[config.mk]
export PLATFORM = sky130hd
export DESIGN_NAME = lzd_front_flat
export DESIGN_NICKNAME = d
export VERILOG_FILES = /design/src/rtl/lzd_pkg.sv /design/src/rtl/lzd_if.sv /design/src/rtl/lzd_front.sv /design/src/flat_wrapper.sv
export SDC_FILE = /design/constraint.sdc
export NUM_CORES = 1
export LEC_CHECK = 0
export BUFFER_PORTS_ARGS = -buffer_cell sky130_fd_sc_hd__buf_2
export CAP_MARGIN = 20
export CORE_UTILIZATION = 49
export CTS_CLUSTER_DIAMETER = 150
export DETAILED_ROUTE_END_ITERATION = 10
export PLACE_DENSITY = 0.81
export SLEW_MARGIN = 10
export SYNTH_ARGS = -nofsm -noshare
export SYNTH_HDL_FRONTEND = slang
export SYNTH_SLANG_ARGS = --single-unit
[constraint.sdc]
create_clock -name clk_i -period 2.15 [get_ports clk_i]
set_clock_uncertainty 0.05 [all_clocks]
set_input_delay 0.3225 -clock clk_i [delete_from_list [all_inputs] [get_ports clk_i]]
set_output_delay 0.3225 -clock clk_i [all_outputs]
set_load 0.01 [all_outputs]
[src/rtl/lzd_pkg.sv]
package lzd_pkg;

  localparam int unsigned CntW = 24;
  localparam logic [CntW-1:0] CNT_MAX = '1;

  localparam logic [7:0] CFG_IDX_OFFSET_WIDTHS = 8'd0;
  localparam logic [7:0] CFG_IDX_OUT_SIZE      = 8'd1;

  localparam logic [2:0] ST_BYTE_OUT   = 3'd0;
  localparam logic [2:0] ST_NEED_INPUT = 3'd1;
  localparam logic [2:0] ST_ACCEPTED   = 3'd2;
  localparam logic [2:0] ST_REFUSED    = 3'd3;
  localparam logic [2:0] ST_FINISHED   = 3'd4;

  // decoder phase of the bitstream
  typedef enum logic [7:0] {
    PH_IDLE   = 8'b0000_0001,
    PH_FLAG   = 8'b0000_0010,
    PH_LITCNT = 8'b0000_0100,
    PH_LIT    = 8'b0000_1000,
    PH_CODE   = 8'b0001_0000,
    PH_OFFSET = 8'b0010_0000,
    PH_MCNT   = 8'b0100_0000,
    PH_COPY   = 8'b1000_0000
  } ph_e;

  // sequencer state of the back end
  typedef enum logic [4:0] {
    SQ_CLEAR = 5'b00001,
    SQ_IDLE  = 5'b00010,
    SQ_RUN   = 5'b00100,
    SQ_MOD   = 5'b01000,
    SQ_READ  = 5'b10000
  } sq_e;

  typedef struct packed {
    logic       step;
    logic [7:0] data;
  } item_t;

  typedef struct packed {
    logic [39:0]     offset_widths;
    logic [CntW-1:0] out_size;
  } cfg_t;

endpackage

[src/rtl/lzd_if.sv]
interface lzd_in_if;
  logic       valid;
  logic       ready;
  logic       action;
  logic [7:0] in_byte;
  modport source(output valid, action, in_byte, input ready);
  modport sink(input valid, action, in_byte, output ready);
endinterface


[src/rtl/lzd_front.sv]
module lzd_front
  import lzd_pkg::*;
(
  input  logic        clk_i,
  input  logic        rst_ni,
  lzd_in_if.sink      in_i,
  input  logic        busy_i,
  input  logic        pop_i,
  output logic        q_valid_o,
  output item_t       q_item_o
);

  item_t       mem_q [2];
  logic        wp_q, wp_d, rp_q, rp_d;
  logic [1:0]  cnt_q, cnt_d;
  logic        push, pop;

  assign in_i.ready = (cnt_q != 2'd2) && !busy_i;
  assign push       = in_i.valid && in_i.ready;
  assign pop        = pop_i && (cnt_q != 2'd0);
  assign q_valid_o  = (cnt_q != 2'd0);
  assign q_item_o   = mem_q[rp_q];

  always_comb begin
    wp_d  = push ? ~wp_q : wp_q;
    rp_d  = pop ? ~rp_q : rp_q;
    cnt_d = cnt_q + {1'b0, push} - {1'b0, pop};
  end

  always_ff @(posedge clk_i or negedge rst_ni) begin
    if (!rst_ni) begin
      wp_q  <= 1'b0;
      rp_q  <= 1'b0;
      cnt_q <= 2'd0;
    end else begin
      wp_q  <= wp_d;
      rp_q  <= rp_d;
      cnt_q <= cnt_d;
    end
  end

  always_ff @(posedge clk_i) begin
    if (push) begin
      mem_q[wp_q] <= '{step: in_i.action, data: in_i.in_byte};
    end
  end

endmodule

[src/flat_wrapper.sv]
// flat-port wrapper written by rule: the top's interface ports become plain ports
module lzd_front_flat import lzd_pkg::*;
  (clk_i, rst_ni, busy_i, pop_i, q_valid_o, q_item_o, in_i_valid, in_i_action, in_i_in_byte, in_i_ready);
  lzd_in_if in_i_i ();
  input  logic clk_i;
  input  logic rst_ni;
  input  logic busy_i;
  input  logic pop_i;
  output logic q_valid_o;
  output item_t q_item_o;
  input wire logic [$bits(in_i_i.valid)-1:0] in_i_valid;
  input wire logic [$bits(in_i_i.action)-1:0] in_i_action;
  input wire logic [$bits(in_i_i.in_byte)-1:0] in_i_in_byte;
  output wire logic [$bits(in_i_i.ready)-1:0] in_i_ready;
  assign in_i_i.valid = in_i_valid;
  assign in_i_i.action = in_i_action;
  assign in_i_i.in_byte = in_i_in_byte;
  assign in_i_ready = in_i_i.ready;
  lzd_front u_core (.clk_i(clk_i), .rst_ni(rst_ni), .in_i(in_i_i), .busy_i(busy_i), .pop_i(pop_i), .q_valid_o(q_valid_o), .q_item_o(q_item_o));
endmodule
Word-level counts from Yosys, hierarchy flattened
Memory sizes are Yosys's and may differ from the RTL's.
Cells that the tools add are included.
- memory bits (writable): 18
- logic and storage cells: 16
- memories kept: 1
- output and inout bits: 11
- input bits: 14
- register bits after elaboration: 4
- eq/ne operators: 1
- bitwise operators: 2
- reduce and logical (&&, ||, !) cells: 5
- add/subtract/negate cells: 2
- muxes and demuxes: 2
- memory list (memory ; depth ; width ; rd ports ; clocked after Yosys merged registers in ; wr ports ; RTL line ; text):
    u_core.mem_q ; 2 ; 9 ; 1 ; 0 ; 1 ; lzd_front.sv:13 ; item_t mem_q [2];
- operators by type and width (kind ; number):
    $logic_and 1x1->1 ; 3
    $add 2x1->2 ; 1
    $mux 1 ; 2
    $ne 2x2->1 const B ; 1
    $not 1->1 ; 2
    $reduce_bool 2->1 ; 1
    $sub 2x1->2 ; 1
    $logic_not 1->1 ; 1

Longest topological paths before layout
Gate-level depths: netlist of the first run.
- depth after elaboration: 5
- mapped depth: 7
- depth with buffers taken out: 7

Least setup slack after synthesis of the first run
No wires, ideal clock.
- kind: flip-flop to flip-flop
- from: reg u_core.cnt_q[0]
- to: reg u_core.cnt_q[1]
- required time: 1977 ps
- buffers on the path: 0
- stages on the path, launching flop included: 8
- slack: 435 ps
- period minus slack after synthesis: 1715 ps
- arrival time: 1542 ps
- library setup time: 123 ps
- cell sequence: dfrtp_1 or2_1 and2_4 ha_1 inv_1 ha_1 xnor2_1 xnor2_1
- elaborated cells between the ends (all ways): 7
- those cells by class: add/sub: 2; eq/ne: 1; reduce/logical: 4
- RTL lines (element ; RTL line ; text):
    from (decl) ; lzd_front.sv:15 ; logic [1:0] cnt_q, cnt_d;
    from (signal assigned) ; lzd_front.sv:38 ; cnt_q <= cnt_d;
    $reduce_bool 2->1 ; -- ;
    net q_valid_o ; flat_wrapper.sv:9 ; output logic q_valid_o;
    $logic_and 1x1->1 ; lzd_front.sv:20 ; assign pop = pop_i && (cnt_q != 2'd0);
    net u_core.pop ; lzd_front.sv:16 ; logic push, pop;
    $sub 2x1->2 ; lzd_front.sv:27 ; cnt_d = cnt_q + {1'b0, push} - {1'b0, pop};
    net u_core.cnt_d[1] ; lzd_front.sv:15 ;
The timed path passes the listed nets, and every way through them passes these cells.
A chain may end at the register's enable or synchronous reset.

==> flow_summary.toml, run 1 <==
[timing]
setup_tns_ns = 0
max_freq_mhz = 552.1
relSlewSlack = 0.7143
min_period_ns = 1.811
finalCritPeriodShare = 0.8425
worst_slew_pin_slew_ns = 0.4286
rsz0062_at_grt = "false"
slew_viol_final = 0
final-setup-viol-count = 0
hold_violations = 0

[setup_path]
crit_arrival_ns = 1.44
cp_max_fo = 10
worst-path-buf-inv = 1
slowest_delay_ns = 0.62
crit_path_start_kind = "flop"
path_delay_family = "flip-flops"
path_class = "reg2out"
crit_chain = "mux2_2 -> buf_2"
crit_required_ns = 1.78
cp-end-kind = "output pin"
cp_slowest_cell = "dfrtp_1"

[finish]
layout-drive-gt1-share = 0.5263
seqCellArea_sq_um = 640.6
nFillCells = 121
finalNetCount = 93
antenna_cells = 0
area.growth.synth_to_final_pct = 21.51
final_cells = 100
multi_input_area_sq_um = 225.2

[clocking]
htreeDepth = 1
clock_latency_ns = 0.29
post_cts_resized = 0
path_clk_slew_ns = 0.12
cts-root-buf = "clkbuf_4"
cts_tree = "done"
cts_buffer_depth = 2
cts_setup_buffers = 0
cts.sink_count = 22
cts-hold-fix-buffers = 1
cts_buffers = 3

[floorplan]
io_pins = 25
fp.dieW_um = 44.34
rows = 14
fp.dieH_um = 44.34
die-area_sq_um = 1966
start_util = 0.5510
core_sq_um = 1594

[pwr]
combPwrFrac = 0.320
p_seq_frac = 0.523
p_leak_nw = 0.4316
power_mw = 1.190
netSwitchingFraction = 0.2989
p_int_mw = 0.8340
p_per_area_nw_per_um2 = 1115
ir_drop_v = 0.0006099
clkPwrFrac = 0.157
switchingPower_mw = 0.3556

[global_route]
grt_usage = 0.1395
grt-ovfl-total = 0
first_global_vias = 475
grt_max_degree = 13
antenna_found_initial = 0
grt_pass1_wl_mm = 1.925

[detailed_routing]
drc_errors = 0
vias_per_cell = 4.660
detail_route.first_pass.iterations = 4
drt_iter0_drc = 5
wl_per_cell_um = 12.36
drt_wl_total_mm = 1.236
ant_nets = 0
via_count = 466

[synth]
ys.flop_type = "edfxtp_1"
yosysMostFrequentCell = "edfxtp_1"
synth_cell_types = 15
yosysSeqAreaShare = 0.7293
ys_ff_latch = 22
synth_area_leader_cell = "edfxtp_1"
synth_area_leaders = "edfxtp_1, mux2_2, dfrtp_1"
async_flop_share = 0.1818
synth_warnings = 0
syn-num-nets = 63
yosys.area.top_type_share = 0.6154
avgSynthCellArea_sq_um = 18.69
yosys-top-cells-count = "edfxtp_1, mux2_2, dfrtp_1"
synth_area_sq_um = 878.3
synth_edf_count = 18
syn_inst = 47

[placement]
placedCellCount = 95
place.port_buffers = 24
dp_hpwl_um = 927
routabilityCongestion = 0.6386

[run_status]
status = "completed"

[worst_hold_path]
hold_path_class = "in2reg"

[flow_run]
cap_violations = 0
## layout make-up
| type | count | area share |
|---|---|---|
| inverters | 2 | 0.007034 |
| multi-input cells | 22 | 0.2110 |
| well taps | 24 | 0.02814 |
| clock buffers | 4 | 0.02462 |
| flip-flops and latches | 22 | 0.6002 |
| repair buffers | 26 | 0.1290 |
## cells by family (layout without fill, tap and decap cells)
family,count (synthesis),after routing,share of synthesized area
muxes,9,9,0.1154
and+or+nand+nor,7,7,0.07266
xor gates and xnor gates,4,4,0.03989
DFF,22,22,0.7294
adders and majority gates,2,2,0.02849
buffers and inverters,3,32,0.01424
## layout by cell type, fill, tap and decap left out, types with 2 or more instances in the layout
master	instances
buf_2	24
clkbuf_4	3
dfrtp_1	4
edfxtp_1	18
ha_1	2
inv_1	2
mux2_2	9
xnor2_1	2
xor2_1	2
## power groups by stage
stage               Combinational [mW]  Clock, mW  Sequential (mW)
floorplan                        0.300          0            0.589
global placement                 0.375          0            0.628
detailed placement               0.384          0            0.632
CTS                              0.388      0.193            0.622
global route                     0.416      0.212            0.634
finish                           0.381      0.187            0.622
## per-stage QoR
stage               worst slack, ns  hold WS (ns)  area (sq um)  utilization
floorplan                    0.4351      -0.02309         878.3            -
global placement             0.4284       0.08468          1031       0.6468
detailed placement           0.4071       0.08569          1031       0.6468
CTS                          0.3296        0.1467          1067       0.6695
global route                 0.2694        0.1327          1067       0.6695
finish                       0.3387        0.1524          1067       0.6695
## routing by layer
layer	GRT usage	up-vias	share of wire
met1	0.1577	224	0.43
met5	0	-	0
met4	0.03636	0	0
met3	0.03673	0	0.044
li1	-	227	-
met2	0.2588	15	0.53
## worst register-to-register path: stages (launching register included)
cell     delay (ns)
dfrtp_1        0.43
or2_1          0.23
and2_4         0.17
ha_1           0.26
inv_1          0.04
ha_1           0.18
xnor2_1        0.19
xnor2_1        0.15
## final timing paths
kind	start	cells past startpoint	endpoint	slack, ns
setup / recovery	u_core.rp_q	2	q_item_o[2]	0.34
hold / removal	in_i_action	1	u_core.mem_q[1][8]	0.15
max in group asynchronous	rst_ni	2	u_core.rp_q	1.63
hold reg to reg	u_core.wp_q	1	u_core.wp_q	0.45
min in group asynchronous	rst_ni	2	u_core.wp_q	0.30
setup reg to reg	u_core.cnt_q[0]	7	u_core.cnt_q[1]	0.38
## registers in the layout, summed over array words and instances (netlist names)
signal        flops
u_core.mem_q     18
u_core.cnt_q      2
u_core.rp_q       1
u_core.wp_q       1
Power figures use the tool's default switching activity.
==> run 2: changes to the inputs <==
--- a/config.mk
+++ b/config.mk
@@ -5,12 +5,13 @@
 export SDC_FILE = /design/constraint.sdc
 export NUM_CORES = 1
 export LEC_CHECK = 0
+export ABC_AREA = 1
 export BUFFER_PORTS_ARGS = -buffer_cell sky130_fd_sc_hd__buf_2
 export CAP_MARGIN = 20
-export CORE_UTILIZATION = 49
+export CORE_UTILIZATION = 44
 export CTS_CLUSTER_DIAMETER = 150
 export DETAILED_ROUTE_END_ITERATION = 10
-export PLACE_DENSITY = 0.81
+export PLACE_DENSITY = 0.77
 export SLEW_MARGIN = 10
 export SYNTH_ARGS = -nofsm -noshare
 export SYNTH_HDL_FRONTEND = slang
==> constraint.sdc (replaced) <==
create_clock -name clk_i -period 1.5 [get_ports clk_i]
set_clock_uncertainty 0.05 [all_clocks]
set_input_delay 0.225 -clock clk_i [delete_from_list [all_inputs] [get_ports clk_i]]
set_output_delay 0.225 -clock clk_i [all_outputs]
set_load 0.01 [all_outputs]
==> flow_summary.toml, run 2 <==
[clocking]
cts_tree = "done"
path_clk_slew_ns = 0.12
cts_buffer_depth = 2
cts-root-buf = "clkbuf_4"
cts_buffers = 3
htreeDepth = 1
clock_latency_ns = 0.30
cts.sink_count = 22

[synth]
async_flop_share = 0.1818
yosys-top-cells-count = "nand2_1, edfxtp_1, inv_1, dfrtp_1, inv_2"
syn_inst = 81
synth_warnings = 0
yosysMostFrequentCell = "nand2_1"
synth_area_leaders = "edfxtp_1, nand2_1, dfrtp_1"
yosysSeqAreaShare = 0.7082
avgSynthCellArea_sq_um = 11.17
ys.flop_type = "edfxtp_1"
yosys.area.top_type_share = 0.5975
synth_area_sq_um = 904.6
syn-num-nets = 97
synth_edf_count = 18
synth_area_leader_cell = "edfxtp_1"
synth_cell_types = 13
ys_ff_latch = 22

[detailed_routing]
via_count = 645
detail_route.first_pass.iterations = 4
vias_per_cell = 4.510
drc_errors = 0
wl_per_cell_um = 11.21
drt_wl_total_mm = 1.603
drt_iter0_drc = 9
ant_nets = 0

[finish]
nFillCells = 175
mostFrequentLayoutCells = "nand2_1, buf_2, edfxtp_1"
mostFrequentLayoutCell = "nand2_1"
regMostFlops = "u_core.mem_q"
largest_reg_flops = 18
finalNetCount = 133
fin_area_sq_um = 1185
area.growth.synth_to_final_pct = 30.98
multi_input_area_sq_um = 226.5
antenna_cells = 0
reg.largest.list = "u_core.mem_q: 18 flops, u_core.cnt_q: 2 flops"
layout-drive-gt1-share = 0.3879
seqCellArea_sq_um = 641.9

[timing]
final-setup-viol-count = 0
slew_viol_final = 0
max_freq_mhz = 696.6
setup_tns_ns = 0
worst_slew_pin_slew_ns = 0.2265
rsz0062_at_grt = "false"
hold_violations = 0
worst_slack_ns = 0.06441
finalCritPeriodShare = 0.9571
min_period_ns = 1.436
holdWs_ns = 0.04650
relSlewSlack = 0.8487

[setup_path]
reg2reg_depth = 9
crit_path_start_kind = "flop"
cp-end-kind = "output pin"
cp_max_fo = 6
r2r_start = "u_core.cnt_q[1]"
ff2ff_setup_slack_ns = 0.07
rr_endpoint = "u_core.cnt_q[1]"
crit_arrival_ns = 1.16
path_class = "reg2out"
crit_required_ns = 1.22

[run_status]
status = "completed"

[global_route]
antenna_found_initial = 0
top_usage_layer = "met2"
met2_usage = 0.2301
met3_usage = 0.03077
grt_max_degree = 14
grt_util_met1 = 0.1671
grt-ovfl-total = 0
first_global_vias = 519
grt_usage = 0.1442
grt_pass1_wl_mm = 2.111

[floorplan]
die-area_sq_um = 2241
io_pins = 25
rows = 16
core_sq_um = 1942
start_util = 0.4659
fp.dieH_um = 47.34
fp.dieW_um = 47.34

[flow_run]
cap_violations = 0

[worst_hold_path]
hold_path_class = "in2reg"
min-delay-start = "in_i_in_byte[6]"
hold_path_depth = 1
min_to = "u_core.mem_q[0][6]"

[placement]
routabilityCongestion = 0.6877
place.port_buffers = 24
dp_hpwl_mm = 1.128
placed_area_sq_um = 1070
dpl_worst_slack_ns = 0.01118

[pwr]
power_mw = 2.117
ir_drop_v = 0.001223
p_leak_nw = 0.5621
p_per_area_nw_per_um2 = 1787
## run 2: layer usage
| layer | wire (um) | up-vias | part of all wire |
|---|---|---|---|
| met4 | 29 | 0 | 0.018 |
| met1 | 630 | 287 | 0.39 |
| met5 | 0 | - | 0 |
| met2 | 858 | 20 | 0.54 |
| li1 | - | 334 | - |
| met3 | 85 | 4 | 0.053 |
## run 2: stage by stage
| stage | std cells | util |
|---|---|---|
| after global placement | 134 | 0.5509 |
| after CTS | 140 | 0.5870 |
| after detailed placement | 134 | 0.5509 |
| final | 143 | 0.6102 |
| after floorplan | 81 | - |
| after global routing | 143 | 0.6102 |
## run 2: worst max-delay path by stage
stage / startpoint / to / cells after the start
final: u_core.rp_q / q_item_o[7] / 4
after global routing: u_core.rp_q / q_item_o[3] / 4
after CTS: u_core.rp_q / q_item_o[8] / 4
after detailed placement: u_core.cnt_q[1] / u_core.cnt_q[1] / 10
after global placement: u_core.cnt_q[1] / u_core.cnt_q[1] / 10
after floorplan: u_core.cnt_q[1] / u_core.mem_q[1][0] / 3
## run 2: cell type report
| class | instances | share of cell area |
|---|---|---|
| Clock inverter | 1 | 0.02534 |
| Inverter | 11 | 0.04013 |
| Multi-Input combinational cell | 47 | 0.1911 |
| Tap cell | 27 | 0.02851 |
| Sequential cell | 22 | 0.5417 |
| Clock buffer | 3 | 0.01901 |
| Timing Repair Buffer | 32 | 0.1542 |
## run 2: logic make-up after synthesis
| kind of cell | count (synthesis) | synth area share |
|---|---|---|
| and+or+nand+nor | 44 | 0.2005 |
| DFF | 22 | 0.7082 |
| buffers and inverters | 12 | 0.05809 |
| adders and majority gates | 2 | 0.02766 |
| AOI/OAI and AO/OA | 1 | 0.005527 |
## run 2: critical path, cell delays in order, from the launching register on
cell	delay (ns)
dfrtp_2	0.46
buf_4	0.17
nand2_1	0.06
nand2_1	0.04
buf_2	0.13
## run 2: what timing repair did
item	in CTS	in global routing
buffers inserted	1	3
gates resized for setup	0	5
hold endpoints to repair	4	0
pin swaps	0	1
hold buffers	1	0
setup endpoints to repair	1	20
## run 2: report_power, final
group / internal [mW] / total [mW] / switching, mW
sequential: 0.787 / 0.842 / 0.0554
combinational: 0.350 / 0.827 / 0.477
clock: 0.270 / 0.448 / 0.178
==> run 3: changes to the inputs <==
--- a/config.mk
+++ b/config.mk
@@ -9,6 +9,7 @@
 export BUFFER_PORTS_ARGS = -buffer_cell sky130_fd_sc_hd__buf_2
 export CAP_MARGIN = 20
 export CORE_UTILIZATION = 44
+export CTS_BUF_LIST = sky130_fd_sc_hd__clkbuf_8 sky130_fd_sc_hd__clkbuf_16
 export CTS_CLUSTER_DIAMETER = 150
 export DETAILED_ROUTE_END_ITERATION = 10
 export PLACE_DENSITY = 0.77
==> flow_summary.toml, run 3 (synthesis gave the netlist of run 2 again) <==
[run_status]
status = "completed"

[timing]
rsz0062_at_grt = "true"
holdWs_ns = 0.1028
hold_violations = 0
relSlewSlack = 0.8495
finalCritPeriodShare = 0.9477
slew_viol_final = 0
worst_slew_pin_slew_ns = 0.2252
max_freq_mhz = 703.4
min_period_ns = 1.422
final-setup-viol-count = 0

[setup_path]
path_delay_family = "adder cells"
endpoint = "u_core.cnt_q[1]"
crit_path_start_kind = "flop"
rr_endpoint = "u_core.cnt_q[1]"
cp-end-kind = "flop"
slowest_delay_ns = 0.40
reg2reg_depth = 9
cp_slowest_cell = "dfrtp_1"
crit_chain = "inv_2 -> nand2_2 -> nand2_2 -> inv_1 -> ha_4 -> inv_1 -> ha_2 -> nand3_1 -> nand2_1"
crit_required_ns = 1.60
crit_arrival_ns = 1.52
ff2ff_setup_slack_ns = 0.08
path_class = "reg2reg"
cp_max_fo = 3
worst-path-buf-inv = 3
r2r_start = "u_core.cnt_q[1]"
worst-path-stages = 9
crit_start = "u_core.cnt_q[1]"

[clocking]
path_clk_slew_ns = 0.08
clock_latency_ns = 0.25
cts_buffer_depth = 2
htreeDepth = 1
cts_tree = "done"
cts.sink_count = 22
cts_buffers = 3
cts-root-buf = "clkbuf_8"

[global_route]
grt_pass1_wl_mm = 2.118
grt_usage = 0.1449
grt-ovfl-total = 0
first_global_vias = 521
grt_max_degree = 14
antenna_found_initial = 0

[finish]
mostFrequentLayoutCells = "nand2_1, buf_2, edfxtp_1"
largest_reg_flops = 18
final_cells = 142
mostFrequentLayoutCell = "nand2_1"
finalNetCount = 132
reg.largest.list = "u_core.mem_q: 18 flops, u_core.cnt_q: 2 flops"
fin_area_sq_um = 1192
layout-drive-gt1-share = 0.3739
area.growth.synth_to_final_pct = 31.81
antenna_cells = 0
regMostFlops = "u_core.mem_q"

[floorplan]
die-area_sq_um = 2241
fp.dieH_um = 47.34
io_pins = 25
rows = 16
start_util = 0.4659
core_sq_um = 1942
fp.dieW_um = 47.34

[placement]
place.port_buffers = 24
placedCellCount = 134
dp_hpwl_mm = 1.128
routabilityCongestion = 0.6877
placed_area_sq_um = 1070

[pwr]
ir_drop_v = 0.001269
p_per_area_nw_per_um2 = 1818
p_leak_nw = 0.5657

[flow_run]
cap_violations = 0

[worst_hold_path]
hold_path_class = "in2reg"

[detailed_routing]
wl_per_cell_um = 11.01
vias_per_cell = 4.472
via_count = 635
ant_nets = 0
detail_route.first_pass.iterations = 2
drt_iter0_drc = 9
drt_wl_total_mm = 1.564
drc_errors = 0
==> run 3: cell count changes in the layout (fill, tap and decap cells not counted) <==
cell,delta
clkbuf_4,-3
clkbuf_8,+3
buf_4,-1
dfrtp_2,-1
dfrtp_1,+1
inv_4,-1
inv_2,+1
==> run 3: repair_timing <==
item,CTS,global route
setup buffers,1,2
resized for setup,0,3
hold endpoints to repair,4,0
pin swaps,0,1
endpoints found under the setup margin,1,12
hold buffers,1,0
cloned,0,0
==> run 3: per-layer routing <==
metal,vias to the layer above,share of wire,global-route usage
met5,-,0,0
met4,0,0.018,0.1143
met3,4,0.045,0.03077
met2,14,0.54,0.2329
met1,288,0.40,0.1667
li1,329,-,-
==> run 3: layout make-up <==
cell class              instances  area, sq um
inverters                      11        45.04
repair buffers                 31        175.2
clock buffers                   3        41.29
multi-input cells              47        226.5
well taps                      27        33.78
flip-flops and latches         22        640.6
fillers                       174        749.5
clock inverters                 1        30.03
==> run 3: how the worst min path moves through the flow <==
stage | from | endpoint | slack [ns] | cells past startpoint
final | in_i_in_byte[6] | u_core.mem_q[0][6] | 0.10 | 1
after global routing | in_i_in_byte[1] | u_core.mem_q[0][1] | 0.09 | 1
after CTS | in_i_in_byte[7] | u_core.mem_q[0][7] | 0.09 | 1
after detailed placement | rst_ni | u_core.wp_q | -0.01 | 1
after global placement | rst_ni | u_core.cnt_q[0] | -0.01 | 1
after floorplan | rst_ni | u_core.cnt_q[0] | -0.12 | 0
==> run 3: power breakdown <==
part	internal, mW	switching [mW]	total [mW]
clock	0.356	0.182	0.538
sequential	0.785	0.0575	0.842
combinational	0.330	0.458	0.788
total	1.47	0.697	2.17
==> run 3: per-stage QoR <==
stage / TNS, ns / worst slack (ns) / power, mW / utilization
finish: 0 / 0.07838 / 2.168 / 0.6140
floorplan: 0 / 0.09241 / 1.300 / -
detailed placement: 0 / 0.01118 / 1.557 / 0.5509
global route: -0.01638 / -0.01385 / 2.326 / 0.6140
global placement: 0 / 0.1351 / 1.513 / 0.5509
CTS: 0 / 0.01928 / 2.113 / 0.5966
